`src/rtl/lrc_frame_receive_parser_macros.svh`:
```
// -----------------------------------------------------------------------------
// lrc_frame_receive_parser_macros.svh
// Assertion helpers shared by the receive parser RTL.
// -----------------------------------------------------------------------------
`ifndef LRC_FRAME_RECEIVE_PARSER_MACROS_SVH
`define LRC_FRAME_RECEIVE_PARSER_MACROS_SVH

// Same-cycle implication, disabled during reset.
`define LRC_ASSERT_IMPL(label, clk, rst_n, ante, cons, msg) \
    label: assert property (@(posedge clk) disable iff (!(rst_n)) (ante) |-> (cons)) \
        else $error(msg);

// Next-cycle implication, disabled during reset.
`define LRC_ASSERT_NEXT(label, clk, rst_n, ante, cons, msg) \
    label: assert property (@(posedge clk) disable iff (!(rst_n)) (ante) |=> (cons)) \
        else $error(msg);

`endif

```
`src/rtl/lrc_rx_pkg.sv`:
```
// -----------------------------------------------------------------------------
// lrc_rx_pkg
// Types and codes for the serial frame receive parser.
// -----------------------------------------------------------------------------
package lrc_rx_pkg;

    typedef enum logic [2:0] {
        PH_HUNT   = 3'd0,
        PH_SLOT   = 3'd1,
        PH_CTRL   = 3'd2,
        PH_NAKCHK = 3'd3,
        PH_HEADER = 3'd4,
        PH_BODY   = 3'd5,
        PH_LRC    = 3'd6
    } phase_t;

    // event_kind codes
    localparam logic [2:0] EV_FRAME_BYTE = 3'd0;
    localparam logic [2:0] EV_FRAME_DONE = 3'd1;
    localparam logic [2:0] EV_NAK        = 3'd2;
    localparam logic [2:0] EV_ERROR      = 3'd3;
    localparam logic [2:0] EV_CARD_OUT   = 3'd4;
    localparam logic [2:0] EV_CARD_IN    = 3'd5;
    localparam logic [2:0] EV_CARD_UNK   = 3'd6;
    localparam logic [2:0] EV_TIME_REQ   = 3'd7;

    // error_cause codes
    localparam logic [1:0] ERR_LEAD    = 2'd0;
    localparam logic [1:0] ERR_CTRL    = 2'd1;
    localparam logic [1:0] ERR_NAK_CHK = 2'd2;
    localparam logic [1:0] ERR_LENGTH  = 2'd3;

    // configuration register indexes
    localparam logic [1:0] CFG_MAX_FRAME_LEN = 2'd0;
    localparam logic [1:0] CFG_ECHO_SKIP     = 2'd1;

    // protocol bytes
    localparam logic [7:0] BYTE_STX       = 8'h03;
    localparam logic [7:0] BYTE_ACK       = 8'h06;
    localparam logic [7:0] BYTE_NAK       = 8'h15;
    localparam logic [7:0] BYTE_NAK_CHK   = BYTE_STX ^ BYTE_NAK;
    localparam logic [7:0] BYTE_MOVE      = 8'h50;
    localparam logic [7:0] BYTE_CARD_OUT  = 8'h02;
    localparam logic [7:0] BYTE_CARD_IN   = 8'h03;
    localparam logic [7:0] LRC_EXPECT     = BYTE_STX ^ BYTE_ACK;

    localparam logic [15:0] HDR_LAST_POS  = 16'd4;
    localparam logic [16:0] FRAME_OVERHEAD = 17'd10;

    localparam logic [15:0] MAX_FRAME_LEN_RESET = 16'd271;
    localparam logic        ECHO_SKIP_RESET     = 1'b1;

endpackage

```
`src/rtl/lrc_frame_receive_parser.sv`:
```
// -----------------------------------------------------------------------------
// lrc_frame_receive_parser
// Parses reader-to-host serial frames from a byte stream into events.
// -----------------------------------------------------------------------------
// Usage:
//   s_* channel: one received serial byte per transaction (s_rx_byte).
//   m_* channel: at most one event per input byte: frame bytes with their
//     index, frame done with length and LRC verdict, NAK, errors, card
//     movement and time requests.
//   cfg_* channel: register writes (0 = max_frame_length, 1 = echo_skip),
//     always ready; write only while no byte is in flight. Other indexes
//     are dropped.
// A taken byte is held in the input register; its event is then registered in the result register and shown on m_*.
// Throughput: one byte per cycle; the input register and the result register
//   both advance whenever the result register is empty or being taken.
// Stall: with a result held and m_ready low, s_ready is low as soon as the
//   input register holds a byte (an empty one takes one more byte first);
//   s_ready follows m_ready in the same cycle. Nothing is lost.
// Reset (aresetn low, synchronous): hunting for a lead byte, both stages
//   empty, registers at defaults (271, echo skip on), echo pending set.
// -----------------------------------------------------------------------------
module lrc_frame_receive_parser #(
    parameter int LENGTH_BITS = 16
) (
    input  logic        aclk,
    input  logic        aresetn,

    input  logic        s_valid,
    output logic        s_ready,
    input  logic [7:0]  s_rx_byte,

    output logic        m_valid,
    input  logic        m_ready,
    output logic [2:0]  m_event_kind,
    output logic [7:0]  m_frame_byte,
    output logic [15:0] m_byte_index,
    output logic [15:0] m_frame_length,
    output logic        m_lrc_good,
    output logic [1:0]  m_error_cause,

    input  logic        cfg_valid,
    output logic        cfg_ready,
    input  logic [1:0]  cfg_index,
    input  logic [15:0] cfg_data
);
    import lrc_rx_pkg::*;

    // largest total the length field may encode
    localparam logic [16:0] LEN_CAP = 17'((64'd1 << LENGTH_BITS) - 64'd1);

    // configuration
    logic [15:0] max_frame_len_reg;
    logic        echo_skip_reg;

    // input stage
    logic       in_valid_reg;
    logic [7:0] in_byte_reg;

    // parser state
    phase_t                 phase_reg, phase_next;
    logic [7:0]             lrc_reg, lrc_next;
    logic [15:0]            count_reg, count_next;
    logic [15:0]            len_lo_reg, len_lo_next;   // length bytes 1,2
    logic                   len_hi_reg, len_hi_next;   // length byte 3 nonzero
    logic [LENGTH_BITS-1:0] total_reg, total_next;
    logic                   echo_reg, echo_next;

    // result register
    logic        m_valid_reg;
    logic [2:0]  kind_reg, kind_next;
    logic [7:0]  fbyte_reg, fbyte_next;
    logic [15:0] index_reg, index_next;
    logic [15:0] flen_reg, flen_next;
    logic        good_reg, good_next;
    logic [1:0]  cause_reg, cause_next;
    logic        emit;

    logic        advance;
    logic        work;
    logic [7:0]  b;
    logic [15:0] count_inc;
    logic [16:0] total_calc;
    logic [16:0] limit;
    logic        len_bad;
    logic        body_done;

    assign advance   = !m_valid_reg || m_ready;
    assign work      = in_valid_reg && advance;
    assign s_ready   = !in_valid_reg || advance;
    assign cfg_ready = 1'b1;
    assign b         = in_byte_reg;
    assign count_inc = count_reg + 16'd1;

    // length check at the last header byte; byte 4 holds bits 31:24 and must be zero
    assign total_calc = FRAME_OVERHEAD + {1'b0, len_lo_reg};
    assign limit      = ({1'b0, max_frame_len_reg} > LEN_CAP) ? LEN_CAP
                                                              : {1'b0, max_frame_len_reg};
    assign len_bad    = len_hi_reg || (b != 8'h00) || (total_calc > limit);
    assign body_done  = count_inc >= 16'(total_reg);

    // next phase
    always_comb begin
        phase_next = phase_reg;
        unique case (phase_reg)
            PH_HUNT: begin
                if (b == BYTE_MOVE) begin
                    phase_next = PH_SLOT;
                end else if (b == BYTE_STX) begin
                    phase_next = PH_CTRL;
                end
            end
            PH_SLOT:   phase_next = PH_HUNT;
            PH_CTRL: begin
                if (b == BYTE_ACK) begin
                    phase_next = PH_HEADER;
                end else if (b == BYTE_NAK) begin
                    phase_next = PH_NAKCHK;
                end else begin
                    phase_next = PH_HUNT;
                end
            end
            PH_NAKCHK: phase_next = PH_HUNT;
            PH_HEADER: begin
                if (count_reg == HDR_LAST_POS) begin
                    phase_next = len_bad ? PH_HUNT : PH_BODY;
                end
            end
            PH_BODY: begin
                if (body_done) begin
                    phase_next = PH_LRC;
                end
            end
            PH_LRC:    phase_next = PH_HUNT;
            default:   phase_next = PH_HUNT;
        endcase
    end

    // datapath and result
    always_comb begin
        lrc_next    = lrc_reg;
        count_next  = count_reg;
        len_lo_next = len_lo_reg;
        len_hi_next = len_hi_reg;
        total_next  = total_reg;
        echo_next   = echo_reg;
        emit        = 1'b0;
        kind_next   = EV_FRAME_BYTE;
        fbyte_next  = 8'h00;
        index_next  = 16'h0000;
        flen_next   = 16'h0000;
        good_next   = 1'b0;
        cause_next  = ERR_LEAD;

        unique case (phase_reg)
            PH_HUNT: begin
                if (b != BYTE_MOVE && b != BYTE_STX) begin
                    emit = 1'b1;
                    if (b[7]) begin
                        kind_next = EV_TIME_REQ;
                    end else begin
                        kind_next  = EV_ERROR;
                        cause_next = ERR_LEAD;
                        echo_next  = echo_skip_reg;
                    end
                end
            end
            PH_SLOT: begin
                emit = 1'b1;
                if (b == BYTE_CARD_OUT) begin
                    kind_next = EV_CARD_OUT;
                end else if (b == BYTE_CARD_IN) begin
                    kind_next = EV_CARD_IN;
                end else begin
                    kind_next = EV_CARD_UNK;
                end
            end
            PH_CTRL: begin
                if (b == BYTE_ACK) begin
                    lrc_next    = 8'h00;
                    count_next  = 16'h0000;
                    len_lo_next = 16'h0000;
                    len_hi_next = 1'b0;
                    total_next  = '0;
                end else if (b != BYTE_NAK) begin
                    emit       = 1'b1;
                    kind_next  = EV_ERROR;
                    cause_next = ERR_CTRL;
                    echo_next  = echo_skip_reg;
                end
            end
            PH_NAKCHK: begin
                emit      = 1'b1;
                echo_next = echo_skip_reg;
                if (b == BYTE_NAK_CHK) begin
                    kind_next = EV_NAK;
                end else begin
                    kind_next  = EV_ERROR;
                    cause_next = ERR_NAK_CHK;
                end
            end
            PH_HEADER: begin
                lrc_next   = lrc_reg ^ b;
                count_next = count_inc;
                emit       = !echo_reg;
                fbyte_next = b;
                index_next = count_reg;
                if (count_reg == 16'd1) begin
                    len_lo_next[7:0] = b;
                end
                if (count_reg == 16'd2) begin
                    len_lo_next[15:8] = b;
                end
                if (count_reg == 16'd3) begin
                    len_hi_next = (b != 8'h00);
                end
                if (count_reg == HDR_LAST_POS) begin
                    if (len_bad) begin
                        // error replaces the frame byte event
                        emit       = 1'b1;
                        kind_next  = EV_ERROR;
                        cause_next = ERR_LENGTH;
                        fbyte_next = 8'h00;
                        index_next = 16'h0000;
                        echo_next  = echo_skip_reg;
                    end else begin
                        total_next = total_calc[LENGTH_BITS-1:0];
                    end
                end
            end
            PH_BODY: begin
                lrc_next   = lrc_reg ^ b;
                count_next = count_inc;
                emit       = !echo_reg;
                fbyte_next = b;
                index_next = count_reg;
            end
            PH_LRC: begin
                if (echo_reg) begin
                    echo_next = 1'b0;      // echo frame swallowed
                end else begin
                    emit      = 1'b1;
                    kind_next = EV_FRAME_DONE;
                    flen_next = 16'(total_reg);
                    good_next = ((lrc_reg ^ b) == LRC_EXPECT);
                    echo_next = echo_skip_reg;
                end
            end
            default: begin
                emit = 1'b0;
            end
        endcase
    end

    // control registers
    always_ff @(posedge aclk) begin
        if (!aresetn) begin
            max_frame_len_reg <= MAX_FRAME_LEN_RESET;
            echo_skip_reg     <= ECHO_SKIP_RESET;
            in_valid_reg      <= 1'b0;
            m_valid_reg       <= 1'b0;
            phase_reg         <= PH_HUNT;
            lrc_reg           <= 8'h00;
            count_reg         <= 16'h0000;
            len_lo_reg        <= 16'h0000;
            len_hi_reg        <= 1'b0;
            total_reg         <= '0;
            echo_reg          <= ECHO_SKIP_RESET;
        end else begin
            if (cfg_valid && cfg_ready) begin
                if (cfg_index == CFG_MAX_FRAME_LEN) begin
                    max_frame_len_reg <= cfg_data;
                end else if (cfg_index == CFG_ECHO_SKIP) begin
                    echo_skip_reg <= cfg_data[0];
                end
            end
            if (s_ready) begin
                in_valid_reg <= s_valid;
            end
            if (advance) begin
                m_valid_reg <= work && emit;
            end
            if (work) begin
                phase_reg  <= phase_next;
                lrc_reg    <= lrc_next;
                count_reg  <= count_next;
                len_lo_reg <= len_lo_next;
                len_hi_reg <= len_hi_next;
                total_reg  <= total_next;
                echo_reg   <= echo_next;
            end
        end
    end

    // payload registers
    always_ff @(posedge aclk) begin
        if (s_valid && s_ready) begin
            in_byte_reg <= s_rx_byte;
        end
        if (work && emit) begin
            kind_reg  <= kind_next;
            fbyte_reg <= fbyte_next;
            index_reg <= index_next;
            flen_reg  <= flen_next;
            good_reg  <= good_next;
            cause_reg <= cause_next;
        end
    end

    assign m_valid        = m_valid_reg;
    assign m_event_kind   = kind_reg;
    assign m_frame_byte   = fbyte_reg;
    assign m_byte_index   = index_reg;
    assign m_frame_length = flen_reg;
    assign m_lrc_good     = good_reg;
    assign m_error_cause  = cause_reg;

    `include "lrc_frame_receive_parser_macros.svh"

    `LRC_ASSERT_IMPL(a_body_below_total, aclk, aresetn,
        phase_reg == PH_BODY,
        (count_reg < 16'(total_reg)) && (count_reg > HDR_LAST_POS),
        "body count outside frame")
    `LRC_ASSERT_IMPL(a_lrc_at_total, aclk, aresetn,
        phase_reg == PH_LRC, count_reg == 16'(total_reg),
        "check byte phase with short count")
    `LRC_ASSERT_IMPL(a_done_min_length, aclk, aresetn,
        m_valid_reg && (kind_reg == EV_FRAME_DONE), flen_reg >= 16'd10,
        "frame done shorter than header")
    `LRC_ASSERT_IMPL(a_nonbyte_fields_zero, aclk, aresetn,
        m_valid_reg && (kind_reg != EV_FRAME_BYTE),
        (fbyte_reg == 8'h00) && (index_reg == 16'h0000),
        "byte fields set on non-byte event")
    `LRC_ASSERT_NEXT(a_ack_opens_header, aclk, aresetn,
        work && (phase_reg == PH_CTRL) && (in_byte_reg == BYTE_ACK),
        (phase_reg == PH_HEADER) && (count_reg == 16'h0000) && (lrc_reg == 8'h00),
        "ACK did not open header")

endmodule

```
`config.mk`:
```
export PLATFORM = sky130hd
export DESIGN_NAME = lrc_frame_receive_parser
export DESIGN_NICKNAME = d
export VERILOG_FILES = /design/src/rtl/lrc_rx_pkg.sv /design/src/rtl/lrc_frame_receive_parser.sv
export VERILOG_INCLUDE_DIRS = /design/src /design/src/rtl
export SDC_FILE = /design/constraint.sdc
export NUM_CORES = 1
export LEC_CHECK = 0
export ABC_AREA = 1
export BUFFER_PORTS_ARGS = -buffer_cell sky130_fd_sc_hd__buf_2
export CORE_MARGIN = 2
export CORE_UTILIZATION = 59
export CTS_CLUSTER_DIAMETER = 120
export DETAILED_ROUTE_END_ITERATION = 7
export GPL_ROUTABILITY_DRIVEN = 0
export HOLD_SLACK_MARGIN = 0.06
export PLACE_DENSITY = 0.81
export SLEW_MARGIN = 30
export SYNTH_ARGS = -nofsm -noshare
export SYNTH_HDL_FRONTEND = slang
export SYNTH_SLANG_ARGS = --single-unit
```
`constraint.sdc`:
```
create_clock -name aclk -period 4.7 [get_ports aclk]
set_input_delay 0.47 -clock aclk [delete_from_list [all_inputs] [get_ports aclk]]
set_output_delay 0.47 -clock aclk [all_outputs]
set_load 0.005 [all_outputs]
```
==> After elaboration in Yosys (flattened, before gate mapping) <==
Index checks and enable logic that the tools add are counted.
{ "word_totals": {"ram_bits": 0, "mem_bits_ro": 0, "regBits": 134, "n_memories": 0, "in_bits": 31, "word_cells": 148, "latch_bits": 0, "out_inout_bits": 49} }
{ "op_classes": {"n_div": 0, "magnitude_cmp": 2, "n_eq_ne": 34, "addsub": 2, "bitwise_logic": 3, "shifts": 0, "mux": 59, "mul": 0, "n_reduce_logical": 29} }
{ "ops": {"columns": ["operator", "n"], "rows": [
  ["one-hot mux 16 bit (2 select lines)", 4],
  ["2-to-1 mux 16 bit", 5],
  ["2-to-1 mux 8 bit", 5],
  ["== test 16 x 2 -> 1 bit, second input constant", 2],
  ["one-hot mux 8 bit (2 select lines)", 2],
  ["2-to-1 mux 3 bit", 8],
  ["!= test 2 bit, second input constant", 12],
  ["2-to-1 mux 2 bit", 10],
  ["2-to-1 mux 1 bit", 19],
  ["one-hot mux 3 bit (6 select lines)", 1],
  ["adder 4 x 16 -> 17 bit, first input constant", 1],
  ["greater-than comparator 17 x 16 -> 1 bit", 1],
  ["adder 16 x 1 -> 16 bit, second input constant", 1],
  ["== test 16 x 1 -> 1 bit, second input constant", 1],
  ["== test 16 x 3 -> 1 bit, second input constant", 1],
  ["== test 8 x 2 -> 1 bit, second input constant", 2],
  ["== test 8 x 3 -> 1 bit, second input constant", 2],
  ["== test 8 x 5 -> 1 bit, second input constant", 2],
  [">= comparator 16 bit", 1],
  ["AND reduction 4 bit", 4],
  ["one-hot mux 3 bit (4 select lines)", 1],
  ["== test 3 bit, second input constant", 3],
  ["== test 8 x 7 -> 1 bit, second input constant", 1],
  ["!= test 8 x 2 -> 1 bit, second input constant", 1],
  ["25 further kinds", 39]
]} }

==> Logic depth before layout (Yosys ltp) <==
Gate-level depths: netlist of the first run.
{ "depth": {"word_depth": 7, "depth_mapped": 21, "ltp_nobuf": 20} }

==> Worst setup path after synthesis of the first run <==
OpenSTA, ideal clock, no wires.
{ "synth_timing": {"path_kind": "reg2reg", "from": "reg len_lo_reg[2]", "to": "reg index_reg[0], in the netlist m_byte_index[0] (enable)", "path_slack_ps": 993, "required_ps": 4300, "setup_time_ps": 400, "synth_period_minus_slack_ps": 3707, "arrival_time_ps": 3307, "n_path_buf": 0, "stages_incl_launch_ff": 19, "cell_sequence": "dfxtp_1 -> ha_1 -> o21ai_2 -> nor2_2 -> nand3_1 -> nor4_2 -> nand3_1 -> xnor2_1 -> ha_1 -> inv_1 -> o211ai_1 -> nor2_1 -> nand3_1 -> nand2_2 -> nand2_1 -> nand3_1 -> nand2_1 -> nand2_1 -> inv_1"} }
{ "synth_via": {"elab_chain_cells": 7} }
{ "synth_lines": {"columns": ["item", "line_no", "rtl"], "rows": [
  ["start: declaration", "lrc_frame_receive_parser.sv:63", "logic [15:0] len_lo_reg, len_lo_next;"],
  ["start signal: assignment", "lrc_frame_receive_parser.sv:286", "len_lo_reg <= len_lo_next;"],
  ["adder 4 x 16 -> 17 bit", "lrc_frame_receive_parser.sv:95", "assign total_calc = FRAME_OVERHEAD + {1'b0, len_lo_reg};"],
  ["greater-than comparator 17 x 16 -> 1 bit", "lrc_frame_receive_parser.sv:98", "assign len_bad = len_hi_reg || (b != 8'h00) || (total_calc > limit);"],
  ["logical OR 1 bit", "lrc_frame_receive_parser.sv:98", null],
  ["2-to-1 mux 1 bit", "lrc_frame_receive_parser.sv:217", "if (len_bad) begin"],
  ["2-to-1 mux 1 bit", "lrc_frame_receive_parser.sv:216", "if (count_reg == HDR_LAST_POS) begin"],
  ["one-hot mux 1 bit (6 select lines)", "lrc_frame_receive_parser.sv:154", "unique case (phase_reg)"],
  ["logical AND 1 bit", "lrc_frame_receive_parser.sv:299", "if (work && emit) begin"],
  ["end signal: assignment", "lrc_frame_receive_parser.sv:302", "index_reg <= index_next;"],
  ["end: declaration", "lrc_frame_receive_parser.sv:72", "logic [15:0] index_reg, index_next;"]
]} }
No other way between the ends.
A chain may end at the register's enable or synchronous reset.

==> Final worst setup path of the first run <==
{ "layout_timing": {"from": "reg len_lo_reg[2]", "to": "reg flen_reg[11], in the netlist m_frame_length[11] (enable)"} }
{ "layout_via": {"elab_chain_cells": 7} }
{ "layout_lines": {"columns": ["item", "line_no", "rtl"], "rows": [
  ["adder 4 x 16 -> 17 bit", "lrc_frame_receive_parser.sv:95", null],
  ["greater-than comparator 17 x 16 -> 1 bit", "lrc_frame_receive_parser.sv:98", null],
  ["logical OR 1 bit", "lrc_frame_receive_parser.sv:98", null],
  ["2-to-1 mux 1 bit", "lrc_frame_receive_parser.sv:217", null],
  ["2-to-1 mux 1 bit", "lrc_frame_receive_parser.sv:216", null],
  ["one-hot mux 1 bit (6 select lines)", "lrc_frame_receive_parser.sv:154", null],
  ["logical AND 1 bit", "lrc_frame_receive_parser.sv:299", null],
  ["end signal: assignment", "lrc_frame_receive_parser.sv:303", "flen_reg <= flen_next;"],
  ["end: declaration", "lrc_frame_receive_parser.sv:73", "logic [15:0] flen_reg, flen_next;"]
]} }
No other way between the ends.

==> results.ini, run 1 <==
[floorplanning]
dieArea_um2=12500
die_h_um=112
coreArea_um2=11400
rows=39
io_pins=80
initial_core_util_pct=60.3
die_x_um=112

[power]
vdd_drop_max_uv=233
seqPwrFrac_pct=47.2
intPower_mw=2.06
combPwrFrac_pct=4.3
swShare_pct=22.3
p_leak_nw=3.22
netSwitchingPower_uw=593
clkPwrFrac_pct=48.6
power.density_nw_per_um2=336
power_mw=2.66

[critical_path]
critPathMaxFanout=46
crit_chain=ha_1, o21ai_2, nor2_2, nand3_1, nor4_2, nand3_1, xnor2_1, ha_1, nand3_2, nor2_1, nand3_1, nand3_1, nand2_2, nand2_1, nand3_1, nand2_1, nand2_1, clkinv_1, buf_4
critical_path.most_common_cell=nand3_1
worst-r2r-cell-count=19
start_kind=flip-flop
cpPeakStageDelay_ns=0.47
critPathRequiredTime_ns=4.75
r2r_start=len_lo_reg[2]
timing.critical_path.slowest_stage_cell=buf_4
crit_buf_inv=2
critPathKind=flip-flop to flip-flop
critPathArrivalTime_ns=3.73
crit_family=simple AND/OR/NAND/NOR gates
rr_endpoint=m_frame_length[11]
r2r_slack_ns=1.02
end_kind=flip-flop

[sta]
fmax_mhz=272
rsz0062_at_grt=false
slew_headroom_pct=38.8
finalCriticalPeriod_ns=3.68
setup_viol=0
post-route-period-util_pct=78.2
maxSlewViolCount=0
tns_ns=0
final_hold_viol_count=0
tightest_slew_ns=0.916
fin_skew_ns=0.00834

[clock_network]
clkSinkCount=134
clock_latency_ns=0.42
cts_setup_buffers=0
hold_buffers=0
clock_path_buffers=2
root_buffer=clkbuf_16
cts.clk_slew.worst_paths_ns=0.06
h-tree-depth=4
cts_buffers=17
cts_tree=yes
cts_resized=0

[grt]
antenna_found_initial=0
grt_pass1_wl_um=25600
track_usage_pct=25.4
grt_max_degree=47
grt_overflow=0
grt_pass1_vias=5441

[place]
hpwl_um=10900
post_dp_cell_area_um2=7320
place.port_buffers=78

[finish]
drive_gt1_share_pct=17.5
regArea_um2=3220
area_delta_synth_final_pct=15.3
final_cell_mix=nand2_1 (138), inv_1 (104), nor2_1 (92), a21oi_1 (82), dfxtp_1 (80)
insertedDiodeCount=0
nets=961
final_area_um2=7910
final_common_cell=nand2_1
multiInputGateArea_um2=3070
nFillCells=907

[logic_synthesis]
async_flop_share_pct=0
synth_seq_area_share_pct=47.0
synth_cell_types=44
syn-num-nets=882
ys_warn_count=0
synthFlopType=dfxtp_1
avgSynthCellArea_um2=8.43
syn_area_um2=6860
synth_edf_count=54
synthCells=814
synth-seq-cells=134

[drt]
drtAntennaViolNets=0
wl_met2_um=7470
wl_per_cell_um=14.6
drcViolationCount=0
drt_iter0_markers=440
wirelength_um=15300
drt-met1-wl_um=6550
wl_met3_um=894
top_layer_used=met4
vias=5754
firstDrtPassIters=5
via_per_inst=5.49

[worst_hold_path]
hold_start=s_rx_byte[1]
hold_path.class=input port to flip-flop
worstHoldPathCells=1
min_to=b[1]

[run]
drv_cap=0

[outcome]
status=finished clean

==> per-stage QoR <==
stage	utilization, %	instances	hold slack [ns]	setup slack, ns
2_1_floorplan	-	814	0.435	0.993
3_3_place_gp	64.4	1017	0.451	1.24
3_5_place_dp	64.4	1017	0.453	1.09
4_1_cts	69.5	1049	0.214	1.05
5_1_grt	69.6	1049	0.216	0.658
6_report	69.6	1049	0.221	1.02
==> worst reg2reg max path, delay by kind of cell (launching register included) <==
family          cells  cell delay (ns)
buf+inv             2             0.52
compound gates      1             0.09
flops               1             0.40
xor+xnor            1             0.16
fa+ha+maj           2             0.56
simple gates       13             1.54
==> cell type report <==
class                   count  share of cell area, %
well taps                 143                   2.26
inverters                 120                   5.76
clock inverters            15                   1.96
multi-input cells         540                   38.8
clock buffers              17                   5.38
flip-flops and latches    134                   40.7
repair buffers             80                   5.12
==> power groups by stage <==
| stage | Sequential, mW | Combinational [mW] | Clock [mW] |
|---|---|---|---|
| floorplan | 1.28 | 0.0630 | 0 |
| global placement | 1.28 | 0.111 | 0 |
| detailed placement | 1.28 | 0.113 | 0 |
| CTS | 1.25 | 0.114 | 1.30 |
| global route | 1.26 | 0.128 | 1.35 |
| finish | 1.25 | 0.114 | 1.29 |
==> per-layer routing <==
| metal | vias up | GRT usage, % |
|---|---|---|
| met5 | - | 0 |
| met3 | 41 | 5.23 |
| met2 | 226 | 42.5 |
| met4 | 0 | 11.1 |
| li1 | 2839 | - |
| met1 | 2648 | 31.9 |
==> synthesized netlist by cell type, drive strengths merged, types with 2 or more instances <==
library cell / number / area (um2)
nand2: 145 / 577
inv: 118 / 448
nor2: 105 / 475
a21oi: 83 / 427
dfxtp: 80 / 1600
edfxtp: 54 / 1620
o21ai: 40 / 208
nand3: 38 / 223
ha: 37 / 463
xor2: 23 / 201
nor3: 16 / 100
nand4: 15 / 93.8
buf: 10 / 86.3
clkbuf: 10 / 37.5
xnor2: 10 / 87.6
o211ai: 7 / 52.6
nor4: 4 / 31.3
or2: 4 / 25.0
a211oi: 3 / 22.5
a22oi: 2 / 15.0
clkinv: 2 / 7.51
o21a: 2 / 15.0
==> cells by family after synthesis <==
kind of cell	share of synthesized area (%)
AO/OA/AOI/OAI	11.2
XOR/XNOR	4.21
adder cells (fa/ha/maj)	6.75
buffers and inverters	8.45
flip-flops	47.0
other	0.0547
AND/OR/NAND/NOR	22.3
==> how the worst max path moves through the flow <==
stage / from / endpoint / slack, ns / cells past startpoint
final: len_lo_reg[2] / m_frame_length[11] / 1.02 / 19
after floorplan: len_lo_reg[2] / m_byte_index[0] / 0.99 / 18
after global routing: len_lo_reg[2] / m_frame_length[11] / 0.66 / 19
after global placement: len_lo_reg[1] / m_frame_length[7] / 1.24 / 19
after CTS: len_lo_reg[2] / m_byte_index[13] / 1.05 / 19
after detailed placement: len_lo_reg[2] / m_frame_length[2] / 1.09 / 19
Power figures use the tool's default switching activity.
==> run 2: changes to the inputs <==
==> constraint.sdc (replaced) <==
create_clock -name aclk -period 3.8 [get_ports aclk]
set_input_delay 0.38 -clock aclk [delete_from_list [all_inputs] [get_ports aclk]]
set_output_delay 0.38 -clock aclk [all_outputs]
set_load 0.005 [all_outputs]
==> results.ini, run 2 (same netlist as run 1, synthesis figures left out) <==
[floorplanning]
die_x_um=112  ; unchanged
die_h_um=112  ; unchanged
dieArea_um2=12500  ; unchanged
io_pins=80  ; unchanged
initial_core_util_pct=60.3  ; unchanged
coreArea_um2=11400  ; unchanged
rows=39  ; unchanged

[power]
p_leak_nw=3.24  ; +0.84%
power.density_nw_per_um2=418  ; +24%
seqPwrFrac_pct=46.5  ; -0.7 points
swShare_pct=20.5  ; -1.8 points
vdd_drop_max_uv=269  ; +15%
intPower_mw=2.64  ; +28%
power_mw=3.33  ; +25%
combPwrFrac_pct=4.3  ; about the same
clkPwrFrac_pct=49.1  ; +0.5 points
netSwitchingPower_uw=683  ; +15%

[drt]
vias=5650  ; -1.8%
wl_per_cell_um=14.6  ; about the same
firstDrtPassIters=8  ; +3
top_layer_used=met4
via_per_inst=5.38  ; -2.0%
drt-met1-wl_um=6600  ; +0.76%
wl_met2_um=7550  ; +1.1%
wl_met3_um=903  ; +1.0%
drt_iter0_markers=408  ; -7.3%
wirelength_um=15400  ; +0.22%
drcViolationCount=0  ; unchanged
drtAntennaViolNets=0  ; unchanged

[critical_path]
start_kind=flip-flop
crit_start=len_lo_reg[1]
worst-r2r-cell-count=18  ; -1
crit_family=simple AND/OR/NAND/NOR gates
timing.critical_path.slowest_stage_cell=dfxtp_1
critPathKind=flip-flop to flip-flop
crit_buf_inv=2  ; unchanged
endpoint=m_frame_length[6]
critPathMaxFanout=46  ; unchanged
critPathRequiredTime_ns=3.94  ; -0.81 ns
worstSetupPathDepth=18  ; -1
critPathArrivalTime_ns=3.59  ; -0.14 ns
cpPeakStageDelay_ns=0.41  ; -0.06 ns
r2r_slack_ns=0.34  ; -0.68 ns
rr_endpoint=m_frame_length[6]
crit_chain=ha_1, o21ai_2, nor2_2, nand3_2, nor4_4, nand3_1, xnor2_1, ha_1, nand4_1, nor4_1, nand2_1, nand2_2, nand2_1, nand3_1, nand2_1, nand2_1, clkinv_1, buf_8
end_kind=flip-flop
r2r_start=len_lo_reg[1]
critical_path.most_common_cell=nand2_1

[finish]
insertedDiodeCount=0  ; unchanged
area_delta_synth_final_pct=16.1
multiInputGateArea_um2=3090  ; +0.61%
finalNonFillerCells=1051  ; +0.19%
final_common_cell=nand2_1
nFillCells=880  ; -3.0%
regArea_um2=3220  ; unchanged
drive_gt1_share_pct=17.2  ; -0.37 points
final_cell_mix=nand2_1 (138), inv_1 (104), nor2_1 (92), a21oi_1 (82), dfxtp_1 (80)
final_area_um2=7960  ; +0.66%
final_util_pct=70.0  ; +0.46 points
nets=963  ; +0.21%

[clock_network]
cts_buffers=17  ; unchanged
clock_latency_ns=0.42  ; about the same
cts.clk_slew.worst_paths_ns=0.05  ; about the same
hold_buffers=0  ; unchanged
h-tree-depth=4  ; unchanged
clkSinkCount=134  ; unchanged
root_buffer=clkbuf_16
cts_tree=yes
clock_path_buffers=2  ; unchanged

[place]
place.port_buffers=78  ; unchanged
post_dp_cell_area_um2=7340  ; +0.21%
hpwl_um=10800  ; -0.65%
dp.cells=1019  ; +0.20%

[grt]
antenna_found_initial=0  ; unchanged
grt_pass1_wl_um=25600  ; +0.22%
grt_max_degree=47  ; unchanged
grt_overflow=0  ; unchanged
grt_pass1_vias=5515  ; +1.4%
track_usage_pct=25.5  ; +0.13 points

[sta]
slew_headroom_pct=56.5  ; +18 points
final_hold_viol_count=0  ; unchanged
rsz0062_at_grt=false
fin_skew_ns=0.00933  ; +0.000988 ns
tns_ns=0  ; unchanged
maxSlewViolCount=0  ; unchanged
setup_viol=0  ; unchanged
tightest_slew_ns=0.651  ; -0.266 ns
finalCriticalPeriod_ns=3.46  ; -0.222 ns
fmax_mhz=289  ; +6.4%
post-route-period-util_pct=90.9  ; +13 points

[outcome]
status=finished clean

[run]
drv_cap=0  ; unchanged

[worst_hold_path]
hold_path.class=input port to flip-flop

-- run 2: cell count changes in the layout (fill, tap and decap cells not counted), moves of 2 or more --
cell      delta
clkbuf_1     +3
clkinv_1     +4
clkinv_4     -4
inv_6        -2
clkinv_2     -4
clkbuf_8     +2
-- run 2: metal layers --
metal / GRT usage [%] / vias up
li1: - / 2843
met1: 31.5 / 2594
met2: 43.7 / 182
met3: 5.88 / 31
met4: 9.47 / 0
met5: 0 / -
-- run 2: worst min path at each step --
| stage | from | endpoint | depth (start not counted) |
|---|---|---|---|
| 2_1_floorplan | max_frame_len_reg[4] | max_frame_len_reg[4] | 2 |
| 3_3_place_gp | total_reg[6] | total_reg[6] | 2 |
| 3_5_place_dp | total_reg[3] | total_reg[3] | 2 |
| 4_1_cts | s_rx_byte[0] | b[0] | 1 |
| 5_1_grt | s_rx_byte[6] | b[6] | 1 |
| 6_report | s_rx_byte[6] | b[6] | 1 |
-- run 2: power groups by stage --
stage | combinational [mW] | clock, mW | sequential (mW)
2_1_floorplan | 0.0779 | 0 | 1.58
3_3_place_gp | 0.138 | 0 | 1.58
3_5_place_dp | 0.141 | 0 | 1.58
4_1_cts | 0.143 | 1.65 | 1.55
5_1_grt | 0.162 | 1.71 | 1.55
6_report | 0.144 | 1.63 | 1.55
-- run 2: area by class of cell --
cell class	instances	area share, %
inverters	120	5.72
multi-input cells	540	38.8
clock inverters	10	1.60
flip-flops and latches	134	40.5
clock buffers	22	5.83
repair buffers	82	5.37
well taps	143	2.25
-- run 2: what timing repair did --
action,CTS,global route
resized for setup,0,6
hold endpoints to repair,0,0
endpoints found under the setup margin,0,49
setup buffers,0,0
-- run 2: through the flow --
step                      setup slack [ns]  hold WS [ns]
final                                0.345         0.138
after detailed placement             0.183         0.454
after global routing               0.00384         0.126
after floorplan                     0.0929         0.435
after global placement               0.329         0.451
after CTS                            0.113         0.130
